[src/rtl/core/gss3d_pkg.sv]
`default_nettype none
package gss3d_pkg;

    localparam int GRID_N     = 16;
    localparam int CELL_COUNT = GRID_N * GRID_N * GRID_N;
    localparam int ADDR_W     = $clog2(CELL_COUNT);
    localparam int COORD_W    = $clog2(GRID_N);
    localparam int EDGE_HI    = GRID_N - 1;
    localparam int INNER_HI   = GRID_N - 2;

    localparam int DATA_W    = 32;
    localparam int GAIN_W    = 31;
    localparam int SUM_W     = 35;
    localparam int MUL_VAL_W = 49;
    localparam int MUL_LO_W  = 24;
    localparam int MUL_OP_W  = MUL_VAL_W - MUL_LO_W + 1;
    localparam int MUL_P_W   = MUL_OP_W + GAIN_W + 1;
    localparam int MUL_F_W   = MUL_P_W + MUL_LO_W;
    localparam int RES_W     = 64;

    localparam logic [GAIN_W-1:0] CORNER_GAIN = GAIN_W'(21627);
    localparam logic signed [RES_W:0] CLAMP_HI = (RES_W + 1)'(64'sh8000_0000_0000);
    localparam logic signed [RES_W:0] CLAMP_LO = -CLAMP_HI;

    localparam logic [1:0] OP_LOAD  = 2'd0;
    localparam logic [1:0] OP_SOLVE = 2'd1;
    localparam logic [1:0] OP_READ  = 2'd2;

    localparam logic [1:0] REG_GAIN   = 2'd0;
    localparam logic [1:0] REG_RECIP  = 2'd1;
    localparam logic [1:0] REG_SWEEPS = 2'd2;
    localparam logic [1:0] REG_BMODE  = 2'd3;

    localparam logic [1:0] AXIS_Z = 2'd0;
    localparam logic [1:0] AXIS_Y = 2'd1;
    localparam logic [1:0] AXIS_X = 2'd2;

    localparam logic [1:0] BMODE_X = 2'd1;
    localparam logic [1:0] BMODE_Y = 2'd2;
    localparam logic [1:0] BMODE_Z = 2'd3;

    typedef enum logic [1:0] {
        MP_IDLE,
        MP_LO,
        MP_HI,
        MP_SUM
    } t_mul_phase;

    typedef enum logic [3:0] {
        ST_IDLE,
        ST_INT_RD,
        ST_INT_WAIT,
        ST_M1_GO,
        ST_M1_WAIT,
        ST_M2_GO,
        ST_M2_WAIT,
        ST_FACE,
        ST_FACE_LAST,
        ST_CRN_RD,
        ST_CRN_WAIT,
        ST_CRN_GO,
        ST_CRN_MWAIT,
        ST_DONE
    } t_eng_state;

    typedef struct packed {
        logic [GAIN_W-1:0] gain;
        logic [GAIN_W-1:0] recip;
        logic [6:0]        sweeps;
        logic [1:0]        bmode;
    } t_cfg;

    typedef struct packed {
        logic busy;
        logic done;
        logic sat;
    } t_eng_stat;

    typedef struct packed {
        logic              rd_en;
        logic [ADDR_W-1:0] rd_addr;
        logic              wr_en;
        logic [ADDR_W-1:0] wr_addr;
        logic [DATA_W-1:0] wr_data;
    } t_fld_req;

    typedef struct packed {
        logic [DATA_W-1:0] value;
        logic              sat;
    } t_sat;

    function automatic logic [ADDR_W-1:0] cell_addr(input logic [COORD_W-1:0] i,
                                                   input logic [COORD_W-1:0] j,
                                                   input logic [COORD_W-1:0] k);
        int tmp;
        tmp = int'(i) + int'(j) * GRID_N + int'(k) * GRID_N * GRID_N;
        return tmp[ADDR_W-1:0];
    endfunction

    function automatic t_sat sat32(input logic signed [RES_W-1:0] v);
        t_sat r;
        if (v > RES_W'(64'sh7FFF_FFFF)) begin
            r.value = 32'h7FFF_FFFF;
            r.sat   = 1'b1;
        end else if (v < -RES_W'(64'sh8000_0000)) begin
            r.value = 32'h8000_0000;
            r.sat   = 1'b1;
        end else begin
            r.value = v[DATA_W-1:0];
            r.sat   = 1'b0;
        end
        return r;
    endfunction

endpackage
`default_nettype wire

[src/rtl/core/gss3d_mul.sv]
`default_nettype none
module gss3d_mul (
    input  wire logic                                   i_clk,
    input  wire logic                                   i_rst_n,
    input  wire logic                                   i_start,
    input  wire logic signed [gss3d_pkg::MUL_VAL_W-1:0] i_val,
    input  wire logic        [gss3d_pkg::GAIN_W-1:0]    i_gain,
    output logic                                        o_done,
    output logic signed      [gss3d_pkg::RES_W-1:0]     o_res
);

    gss3d_pkg::t_mul_phase r_phase, n_phase;
    logic signed [gss3d_pkg::MUL_VAL_W-1:0] r_v;
    logic [gss3d_pkg::GAIN_W-1:0] r_g;
    logic signed [gss3d_pkg::MUL_P_W-1:0] r_plo, r_phi;
    logic signed [gss3d_pkg::MUL_OP_W-1:0] m_a;
    logic signed [gss3d_pkg::GAIN_W:0] m_b;
    logic signed [gss3d_pkg::MUL_P_W-1:0] m_p;
    logic signed [gss3d_pkg::MUL_F_W-1:0] m_full, m_sh;

    // The operand is split in a low unsigned part and a high signed part,
    // multiplied in two passes through one multiplier.
    assign m_a = (r_phase == gss3d_pkg::MP_LO)
        ? $signed({{(gss3d_pkg::MUL_OP_W - gss3d_pkg::MUL_LO_W){1'b0}},
                   r_v[gss3d_pkg::MUL_LO_W-1:0]})
        : $signed({r_v[gss3d_pkg::MUL_VAL_W-1], r_v[gss3d_pkg::MUL_VAL_W-1:gss3d_pkg::MUL_LO_W]});
    assign m_b = $signed({1'b0, r_g});
    assign m_p = m_a * m_b;
    assign m_full = (gss3d_pkg::MUL_F_W'(r_phi) <<< gss3d_pkg::MUL_LO_W)
                  + gss3d_pkg::MUL_F_W'(r_plo);
    assign m_sh = m_full >>> 16;

    always_comb begin
        n_phase = r_phase;
        unique case (r_phase)
            gss3d_pkg::MP_IDLE: if (i_start) n_phase = gss3d_pkg::MP_LO;
            gss3d_pkg::MP_LO:   n_phase = gss3d_pkg::MP_HI;
            gss3d_pkg::MP_HI:   n_phase = gss3d_pkg::MP_SUM;
            gss3d_pkg::MP_SUM:  n_phase = gss3d_pkg::MP_IDLE;
            default:            n_phase = gss3d_pkg::MP_IDLE;
        endcase
    end

    always_ff @(posedge i_clk) begin
        if (!i_rst_n) begin
            r_phase <= gss3d_pkg::MP_IDLE;
            o_done  <= 1'b0;
        end else begin
            r_phase <= n_phase;
            o_done  <= (r_phase == gss3d_pkg::MP_SUM);
        end
    end

    always_ff @(posedge i_clk) begin
        if (i_start && r_phase == gss3d_pkg::MP_IDLE) begin
            r_v <= i_val;
            r_g <= i_gain;
        end
        if (r_phase == gss3d_pkg::MP_LO) begin
            r_plo <= m_p;
        end
        if (r_phase == gss3d_pkg::MP_HI) begin
            r_phi <= m_p;
        end
        if (r_phase == gss3d_pkg::MP_SUM) begin
            o_res <= m_sh[gss3d_pkg::RES_W-1:0];
        end
    end

endmodule
`default_nettype wire

[src/rtl/core/gss3d_engine.sv]
`default_nettype none
module gss3d_engine (
    input  wire logic                                 i_clk,
    input  wire logic                                 i_rst_n,
    input  wire logic                                 i_start,
    input  wire gss3d_pkg::t_cfg                      i_cfg,
    output gss3d_pkg::t_eng_stat                      o_stat,
    output gss3d_pkg::t_fld_req                       o_fld,
    input  wire logic [gss3d_pkg::DATA_W-1:0]         i_fld_rdata,
    output logic      [gss3d_pkg::ADDR_W-1:0]         o_src_addr,
    input  wire logic [gss3d_pkg::DATA_W-1:0]         i_src_rdata
);

    localparam int CW = gss3d_pkg::COORD_W;
    localparam logic [CW-1:0] C_ONE  = CW'(1);
    localparam logic [CW-1:0] C_ZERO = CW'(0);
    localparam logic [CW-1:0] C_EDGE = CW'(gss3d_pkg::EDGE_HI);
    localparam logic [CW-1:0] C_LAST = CW'(gss3d_pkg::INNER_HI);

    gss3d_pkg::t_eng_state r_state, n_state;
    logic [CW-1:0] r_i, n_i, r_j, n_j, r_k, n_k;
    logic [2:0] r_nb, n_nb, r_cr, n_cr;
    logic [6:0] r_sweep, n_sweep;
    logic signed [gss3d_pkg::SUM_W-1:0] r_sum, n_sum;
    logic r_acc_v, n_acc_v;
    logic r_fw_v, n_fw_v;
    logic [gss3d_pkg::ADDR_W-1:0] r_fw_addr, n_fw_addr;
    logic r_fw_neg, n_fw_neg;
    logic signed [gss3d_pkg::MUL_VAL_W-1:0] r_u, n_u;
    logic r_sat, n_sat;

    logic mul_start, mul_done;
    logic signed [gss3d_pkg::MUL_VAL_W-1:0] mul_val;
    logic [gss3d_pkg::GAIN_W-1:0] mul_gain;
    logic signed [gss3d_pkg::RES_W-1:0] mul_res;

    logic [CW-1:0] ni, nj, nk, ti, tj, tk, ci, cj, ck;
    logic [1:0] axis;
    logic [CW-1:0] f_edge, f_inner;
    logic signed [gss3d_pkg::RES_W:0] u_w;
    gss3d_pkg::t_sat sv, fv;

    gss3d_mul u_mul (
        .i_clk   (i_clk),
        .i_rst_n (i_rst_n),
        .i_start (mul_start),
        .i_val   (mul_val),
        .i_gain  (mul_gain),
        .o_done  (mul_done),
        .o_res   (mul_res)
    );

    assign o_src_addr = gss3d_pkg::cell_addr(r_i, r_j, r_k);
    assign axis = r_nb[2:1];
    assign f_edge = r_nb[0] ? C_EDGE : C_ZERO;
    assign f_inner = r_nb[0] ? C_LAST : C_ONE;
    assign ci = r_cr[0] ? C_EDGE : C_ZERO;
    assign cj = r_cr[1] ? C_EDGE : C_ZERO;
    assign ck = r_cr[2] ? C_EDGE : C_ZERO;
    assign u_w = (gss3d_pkg::RES_W + 1)'($signed(i_src_rdata))
               + (gss3d_pkg::RES_W + 1)'(mul_res);
    assign sv = gss3d_pkg::sat32(mul_res);
    assign fv = gss3d_pkg::sat32(-gss3d_pkg::RES_W'($signed(i_fld_rdata)));

    always_comb begin
        n_state   = r_state;
        n_i       = r_i;
        n_j       = r_j;
        n_k       = r_k;
        n_nb      = r_nb;
        n_cr      = r_cr;
        n_sweep   = r_sweep;
        n_sum     = r_acc_v ? r_sum + gss3d_pkg::SUM_W'($signed(i_fld_rdata)) : r_sum;
        n_acc_v   = 1'b0;
        n_fw_v    = 1'b0;
        n_fw_addr = r_fw_addr;
        n_fw_neg  = r_fw_neg;
        n_u       = r_u;
        n_sat     = r_sat;
        mul_start = 1'b0;
        mul_val   = gss3d_pkg::MUL_VAL_W'(r_sum);
        mul_gain  = i_cfg.gain;
        o_fld     = '0;
        ni = r_i;
        nj = r_j;
        nk = r_k;
        ti = r_i;
        tj = r_j;
        tk = r_k;

        if (r_fw_v) begin
            o_fld.wr_en   = 1'b1;
            o_fld.wr_addr = r_fw_addr;
            o_fld.wr_data = r_fw_neg ? fv.value : i_fld_rdata;
            if (r_fw_neg && fv.sat) n_sat = 1'b1;
        end

        unique case (r_state)
            gss3d_pkg::ST_IDLE: begin
                if (i_start) begin
                    n_sat = 1'b0;
                    if (i_cfg.sweeps == 7'd0) begin
                        n_state = gss3d_pkg::ST_DONE;
                    end else begin
                        n_i = C_ONE;
                        n_j = C_ONE;
                        n_k = C_ONE;
                        n_nb = 3'd0;
                        n_sum = '0;
                        n_sweep = 7'd0;
                        n_state = gss3d_pkg::ST_INT_RD;
                    end
                end
            end
            gss3d_pkg::ST_INT_RD: begin
                unique case (r_nb)
                    3'd0:    ni = r_i + C_ONE;
                    3'd1:    ni = r_i - C_ONE;
                    3'd2:    nj = r_j + C_ONE;
                    3'd3:    nj = r_j - C_ONE;
                    3'd4:    nk = r_k + C_ONE;
                    default: nk = r_k - C_ONE;
                endcase
                o_fld.rd_en = 1'b1;
                o_fld.rd_addr = gss3d_pkg::cell_addr(ni, nj, nk);
                n_acc_v = 1'b1;
                if (r_nb == 3'd5) begin
                    n_nb = 3'd0;
                    n_state = gss3d_pkg::ST_INT_WAIT;
                end else begin
                    n_nb = r_nb + 3'd1;
                end
            end
            gss3d_pkg::ST_INT_WAIT: n_state = gss3d_pkg::ST_M1_GO;
            gss3d_pkg::ST_M1_GO: begin
                mul_start = 1'b1;
                n_state = gss3d_pkg::ST_M1_WAIT;
            end
            gss3d_pkg::ST_M1_WAIT: begin
                if (mul_done) begin
                    if (u_w > gss3d_pkg::CLAMP_HI) begin
                        n_u = gss3d_pkg::MUL_VAL_W'(gss3d_pkg::CLAMP_HI);
                    end else if (u_w < gss3d_pkg::CLAMP_LO) begin
                        n_u = gss3d_pkg::MUL_VAL_W'(gss3d_pkg::CLAMP_LO);
                    end else begin
                        n_u = gss3d_pkg::MUL_VAL_W'(u_w);
                    end
                    n_state = gss3d_pkg::ST_M2_GO;
                end
            end
            gss3d_pkg::ST_M2_GO: begin
                mul_start = 1'b1;
                mul_val = r_u;
                mul_gain = i_cfg.recip;
                n_state = gss3d_pkg::ST_M2_WAIT;
            end
            gss3d_pkg::ST_M2_WAIT: begin
                if (mul_done) begin
                    o_fld.wr_en = 1'b1;
                    o_fld.wr_addr = gss3d_pkg::cell_addr(r_i, r_j, r_k);
                    o_fld.wr_data = sv.value;
                    if (sv.sat) n_sat = 1'b1;
                    n_sum = '0;
                    n_state = gss3d_pkg::ST_INT_RD;
                    if (r_i == C_LAST) begin
                        n_i = C_ONE;
                        if (r_j == C_LAST) begin
                            n_j = C_ONE;
                            if (r_k == C_LAST) begin
                                n_k = C_ONE;
                                n_nb = 3'd0;
                                n_state = gss3d_pkg::ST_FACE;
                            end else begin
                                n_k = r_k + C_ONE;
                            end
                        end else begin
                            n_j = r_j + C_ONE;
                        end
                    end else begin
                        n_i = r_i + C_ONE;
                    end
                end
            end
            gss3d_pkg::ST_FACE: begin
                unique case (axis)
                    gss3d_pkg::AXIS_Z: begin
                        nk = f_inner;
                        tk = f_edge;
                        n_fw_neg = (i_cfg.bmode == gss3d_pkg::BMODE_Z);
                    end
                    gss3d_pkg::AXIS_Y: begin
                        nj = f_inner;
                        tj = f_edge;
                        nk = r_j;
                        tk = r_j;
                        n_fw_neg = (i_cfg.bmode == gss3d_pkg::BMODE_Y);
                    end
                    default: begin
                        ni = f_inner;
                        ti = f_edge;
                        nj = r_i;
                        tj = r_i;
                        nk = r_j;
                        tk = r_j;
                        n_fw_neg = (i_cfg.bmode == gss3d_pkg::BMODE_X);
                    end
                endcase
                o_fld.rd_en = 1'b1;
                o_fld.rd_addr = gss3d_pkg::cell_addr(ni, nj, nk);
                n_fw_v = 1'b1;
                n_fw_addr = gss3d_pkg::cell_addr(ti, tj, tk);
                if (r_nb == 3'd5) begin
                    n_nb = 3'd0;
                    if (r_i == C_LAST) begin
                        n_i = C_ONE;
                        if (r_j == C_LAST) begin
                            n_j = C_ONE;
                            n_state = gss3d_pkg::ST_FACE_LAST;
                        end else begin
                            n_j = r_j + C_ONE;
                        end
                    end else begin
                        n_i = r_i + C_ONE;
                    end
                end else begin
                    n_nb = r_nb + 3'd1;
                end
            end
            gss3d_pkg::ST_FACE_LAST: begin
                n_cr = 3'd0;
                n_nb = 3'd0;
                n_sum = '0;
                n_state = gss3d_pkg::ST_CRN_RD;
            end
            gss3d_pkg::ST_CRN_RD: begin
                ni = ci;
                nj = cj;
                nk = ck;
                unique case (r_nb)
                    3'd0:    ni = r_cr[0] ? C_LAST : C_ONE;
                    3'd1:    nj = r_cr[1] ? C_LAST : C_ONE;
                    default: nk = r_cr[2] ? C_LAST : C_ONE;
                endcase
                o_fld.rd_en = 1'b1;
                o_fld.rd_addr = gss3d_pkg::cell_addr(ni, nj, nk);
                n_acc_v = 1'b1;
                if (r_nb == 3'd2) begin
                    n_nb = 3'd0;
                    n_state = gss3d_pkg::ST_CRN_WAIT;
                end else begin
                    n_nb = r_nb + 3'd1;
                end
            end
            gss3d_pkg::ST_CRN_WAIT: n_state = gss3d_pkg::ST_CRN_GO;
            gss3d_pkg::ST_CRN_GO: begin
                mul_start = 1'b1;
                mul_gain = gss3d_pkg::CORNER_GAIN;
                n_state = gss3d_pkg::ST_CRN_MWAIT;
            end
            gss3d_pkg::ST_CRN_MWAIT: begin
                if (mul_done) begin
                    o_fld.wr_en = 1'b1;
                    o_fld.wr_addr = gss3d_pkg::cell_addr(ci, cj, ck);
                    o_fld.wr_data = sv.value;
                    if (sv.sat) n_sat = 1'b1;
                    n_sum = '0;
                    if (r_cr == 3'd7) begin
                        if (r_sweep + 7'd1 == i_cfg.sweeps) begin
                            n_state = gss3d_pkg::ST_DONE;
                        end else begin
                            n_sweep = r_sweep + 7'd1;
                            n_i = C_ONE;
                            n_j = C_ONE;
                            n_k = C_ONE;
                            n_nb = 3'd0;
                            n_state = gss3d_pkg::ST_INT_RD;
                        end
                    end else begin
                        n_cr = r_cr + 3'd1;
                        n_state = gss3d_pkg::ST_CRN_RD;
                    end
                end
            end
            gss3d_pkg::ST_DONE: n_state = gss3d_pkg::ST_IDLE;
            default: n_state = gss3d_pkg::ST_IDLE;
        endcase
    end

    always_ff @(posedge i_clk) begin
        if (!i_rst_n) begin
            r_state <= gss3d_pkg::ST_IDLE;
            r_acc_v <= 1'b0;
            r_fw_v  <= 1'b0;
            r_sat   <= 1'b0;
        end else begin
            r_state <= n_state;
            r_acc_v <= n_acc_v;
            r_fw_v  <= n_fw_v;
            r_sat   <= n_sat;
        end
    end

    always_ff @(posedge i_clk) begin
        r_i       <= n_i;
        r_j       <= n_j;
        r_k       <= n_k;
        r_nb      <= n_nb;
        r_cr      <= n_cr;
        r_sweep   <= n_sweep;
        r_sum     <= n_sum;
        r_fw_addr <= n_fw_addr;
        r_fw_neg  <= n_fw_neg;
        r_u       <= n_u;
    end

    assign o_stat.busy = (r_state != gss3d_pkg::ST_IDLE);
    assign o_stat.done = (r_state == gss3d_pkg::ST_DONE);
    assign o_stat.sat  = r_sat;

endmodule
`default_nettype wire

[config.mk]
export PLATFORM = sky130hd
export DESIGN_NAME = gss3d_engine
export DESIGN_NICKNAME = d
export VERILOG_FILES = /design/src/rtl/core/gss3d_pkg.sv /design/src/rtl/core/gss3d_mul.sv /design/src/rtl/core/gss3d_engine.sv
export SDC_FILE = /design/constraint.sdc
export NUM_CORES = 2
export LEC_CHECK = 0
export BUFFER_PORTS_ARGS = -buffer_cell sky130_fd_sc_hd__buf_2
export CAP_MARGIN = 10
export CORE_MARGIN = 2
export CORE_UTILIZATION = 50
export CTS_CLUSTER_SIZE = 16
export DETAILED_ROUTE_END_ITERATION = 10
export PLACE_DENSITY_LB_ADDON = 0.12
export SYNTH_ARGS = -nofsm -noshare
export SYNTH_HDL_FRONTEND = slang
export SYNTH_SLANG_ARGS = --single-unit
[constraint.sdc]
create_clock -name i_clk -period 13.09 [get_ports i_clk]
set_input_delay 1.9635 -clock i_clk [delete_from_list [all_inputs] [get_ports i_clk]]
set_output_delay 1.9635 -clock i_clk [all_outputs]
set_load 0.1 [all_outputs]
==> impl_metrics.ini <==
[global_routing]
grt_usage = 0.300
overflow = 0
antenna_found_initial = 13
grt_max_degree = 67
grt_pass1_vias = 41212
grt_pass1_wl_mm = 244

[setup_path]
cp_data_arrival_time_ps = 10190
start_kind = flop
worst_setup_path_end_kind = flop
worst_path_max_delay_cell = mux2_2
crit_path_frequent_cell = fa_1
crit_family = adder cells
cp.required_ps = 13450
worstSetupPathType = reg -> reg
crit_buf_inv = 6
cp_max_fo = 44
cpPeakStageDelay_ps = 680

[clock_tree]
cts_buffers = 47
hold_buffers = 0
post_cts_resized = 0
clk_pin_slew_worst_paths_ps = 60
clock_sinks = 374
ctsRootBufferMaster = clkbuf_16
cts_tree = built
htreeDepth = 2
post-cts-setup-buffers = 0
cts_buffer_depth = 3
clock_latency_ps = 640

[drt]
wire_per_inst_um = 22.2
ant_nets = 0
wl_mm = 159
dr.pass1.iters = 6
drtIter0Drc = 3349
drc = 0
via_per_inst = 5.75
num_vias = 41245

[status]
status = finished, final reports clean

[sta]
clock.fmax_mhz = 102
grt_setup_unrepaired = false
fin_worst_skew_ps = 40.5
worst_pin_slew_ps = 1080
fin_crit_ps = 9830
setup_viol = 0
final_hold_viol_count = 0
hold-worst-slack_ps = 409
finalCritPeriodShare = 0.751
fin_tns_setup_ps = 0
slew_headroom = 0.273
drv_slew = 0

[worst_hold_path]
hold_class = reg -> reg

[synthesis]
synth_edf_count = 329
synth_ff_type = edfxtp_1
async_flop_share = 0
synth-xor-area-share = 0.0341
yosys_register_bits = 374
synth_warnings = 0
synthAdderAreaFrac = 0.366
synth_top_family_by_area = adder cells
synth.area.mux_share = 0.0110
ys_types = 86
syn_area_um2 = 51900
syn_avg_cell_area_um2 = 9.09
synth_compound_area_frac = 0.126
synth_fp_nets = 6941
synth-simple-area-share = 0.172
synth_cells = 5703
yosysSeqAreaShare = 0.208

[placement]
hpwlAfterDp_mm = 121
place_area_um2 = 54100
gp_congestion = 0.946
port_buffers = 210

[cells_and_area]
final_common_cell = inv_1
nets = 6989
final_area_um2 = 55700
area.growth.synth_to_final_pct = 7.40
final_cell_mix = 843 x inv_1, 841 x nand2_1, 697 x fa_1
drive_gt1_frac = 0.0771

[die]
die_y_um = 326
io_pins = 211
die_w_um = 326
initial_core_util = 0.502
core_um2 = 103000
row_count = 118
die_area_um2 = 106000

[job]
drv_cap = 0
## sequential cells by signal (all words and copies together), names as in the netlist, 2 cells and up
| name | count |
|---|---|
| r_state | 4 |
| r_nb | 3 |
| u_mul.r_plo | 42 |
| r_i | 4 |
| u_mul.r_phi | 56 |
| u_mul.r_g | 31 |
| r_u | 49 |
| r_sweep | 7 |
| u_mul.o_res | 64 |
| r_k | 4 |
| u_mul.r_phase | 2 |
| r_cr | 3 |
| r_sum | 35 |
| r_fw_addr | 12 |
| r_j | 4 |
| u_mul.r_v | 49 |
## cell usage after synthesis, drive strengths merged, types with 38 or more instances
cell / number / area share
nand3: 73 / 0.0070
nor2b: 96 / 0.012
fa: 697 / 0.27
nand4: 56 / 0.0068
nor4: 38 / 0.0052
nand2b: 44 / 0.0053
nor3: 50 / 0.0048
nor2: 229 / 0.017
nand2: 841 / 0.061
and2: 304 / 0.037
o21ai: 186 / 0.018
edfxtp: 329 / 0.19
clkbuf: 244 / 0.018
inv: 843 / 0.061
a21oi: 316 / 0.033
dfxtp: 45 / 0.017
xor2: 82 / 0.014
xnor2: 119 / 0.020
ha: 403 / 0.097
a21o: 125 / 0.018
## layer usage
metal | vias to the layer above | routed length, um | track usage
met5 | - | 0 | 0
met2 | 1457 | 73400 | 0.475
met1 | 20670 | 67600 | 0.415
met3 | 262 | 12000 | 0.0553
met4 | 0 | 5940 | 0.101
li1 | 18856 | - | -
## metrics by stage
step	instances	util	setup WS [ps]
final	7172	0.540	3260
after global routing	7167	0.540	2730
after CTS	7167	0.540	3250
after detailed placement	7082	0.524	3310
after global placement	7082	0.524	3480
after floorplan	5703	-	3490
## path summary, 6_finish.rpt
check / endpoint / slack, ps / cells past startpoint / startpoint
worst max register to register: u_mul.r_plo[57] / 3260 / 28 / u_mul.r_phase[1]
worst min-delay path: u_mul.o_res[5] / 410 / 0 / u_mul.r_plo[21]
worst max-delay path: u_mul.r_plo[57] / 3260 / 28 / u_mul.r_phase[1]
worst min register to register: u_mul.o_res[5] / 410 / 0 / u_mul.r_plo[21]
## logic make-up (layout without fill, tap and decap cells)
| kind of cell | count (synthesis) | after routing |
|---|---|---|
| muxes | 54 | 54 |
| other | 0 | 5 |
| AOI/OAI and AO/OA | 1003 | 1003 |
| buffers and inverters | 1118 | 1202 |
| DFF | 374 | 374 |
| xor gates and xnor gates | 201 | 201 |
| adders and majority gates | 1100 | 1100 |
| and+or+nand+nor | 1853 | 1853 |
## final cells by class
type | count | area, um^2
diodes | 5 | 12.5
clock buffers | 58 | 1280
clock inverters | 27 | 329
fillers | 9651 | 47500
inverters | 843 | 3160
multi-input cells | 4211 | 36900
flip-flops and latches | 374 | 10800
well taps | 1380 | 1730
repair buffers | 274 | 1530
## worst reg2reg max path: cells and delay by family, from the launching register on
family / cells / cell delay, ps
fa+ha+maj: 9 / 4390
compound gates: 7 / 2070
buf+inv: 6 / 1000
simple gates: 4 / 940
mux: 1 / 690
flops: 1 / 320
xor+xnor: 1 / 150
Power is not shown: default switching activity piles up to over one toggle a cycle in this logic, so the estimate is an artifact.
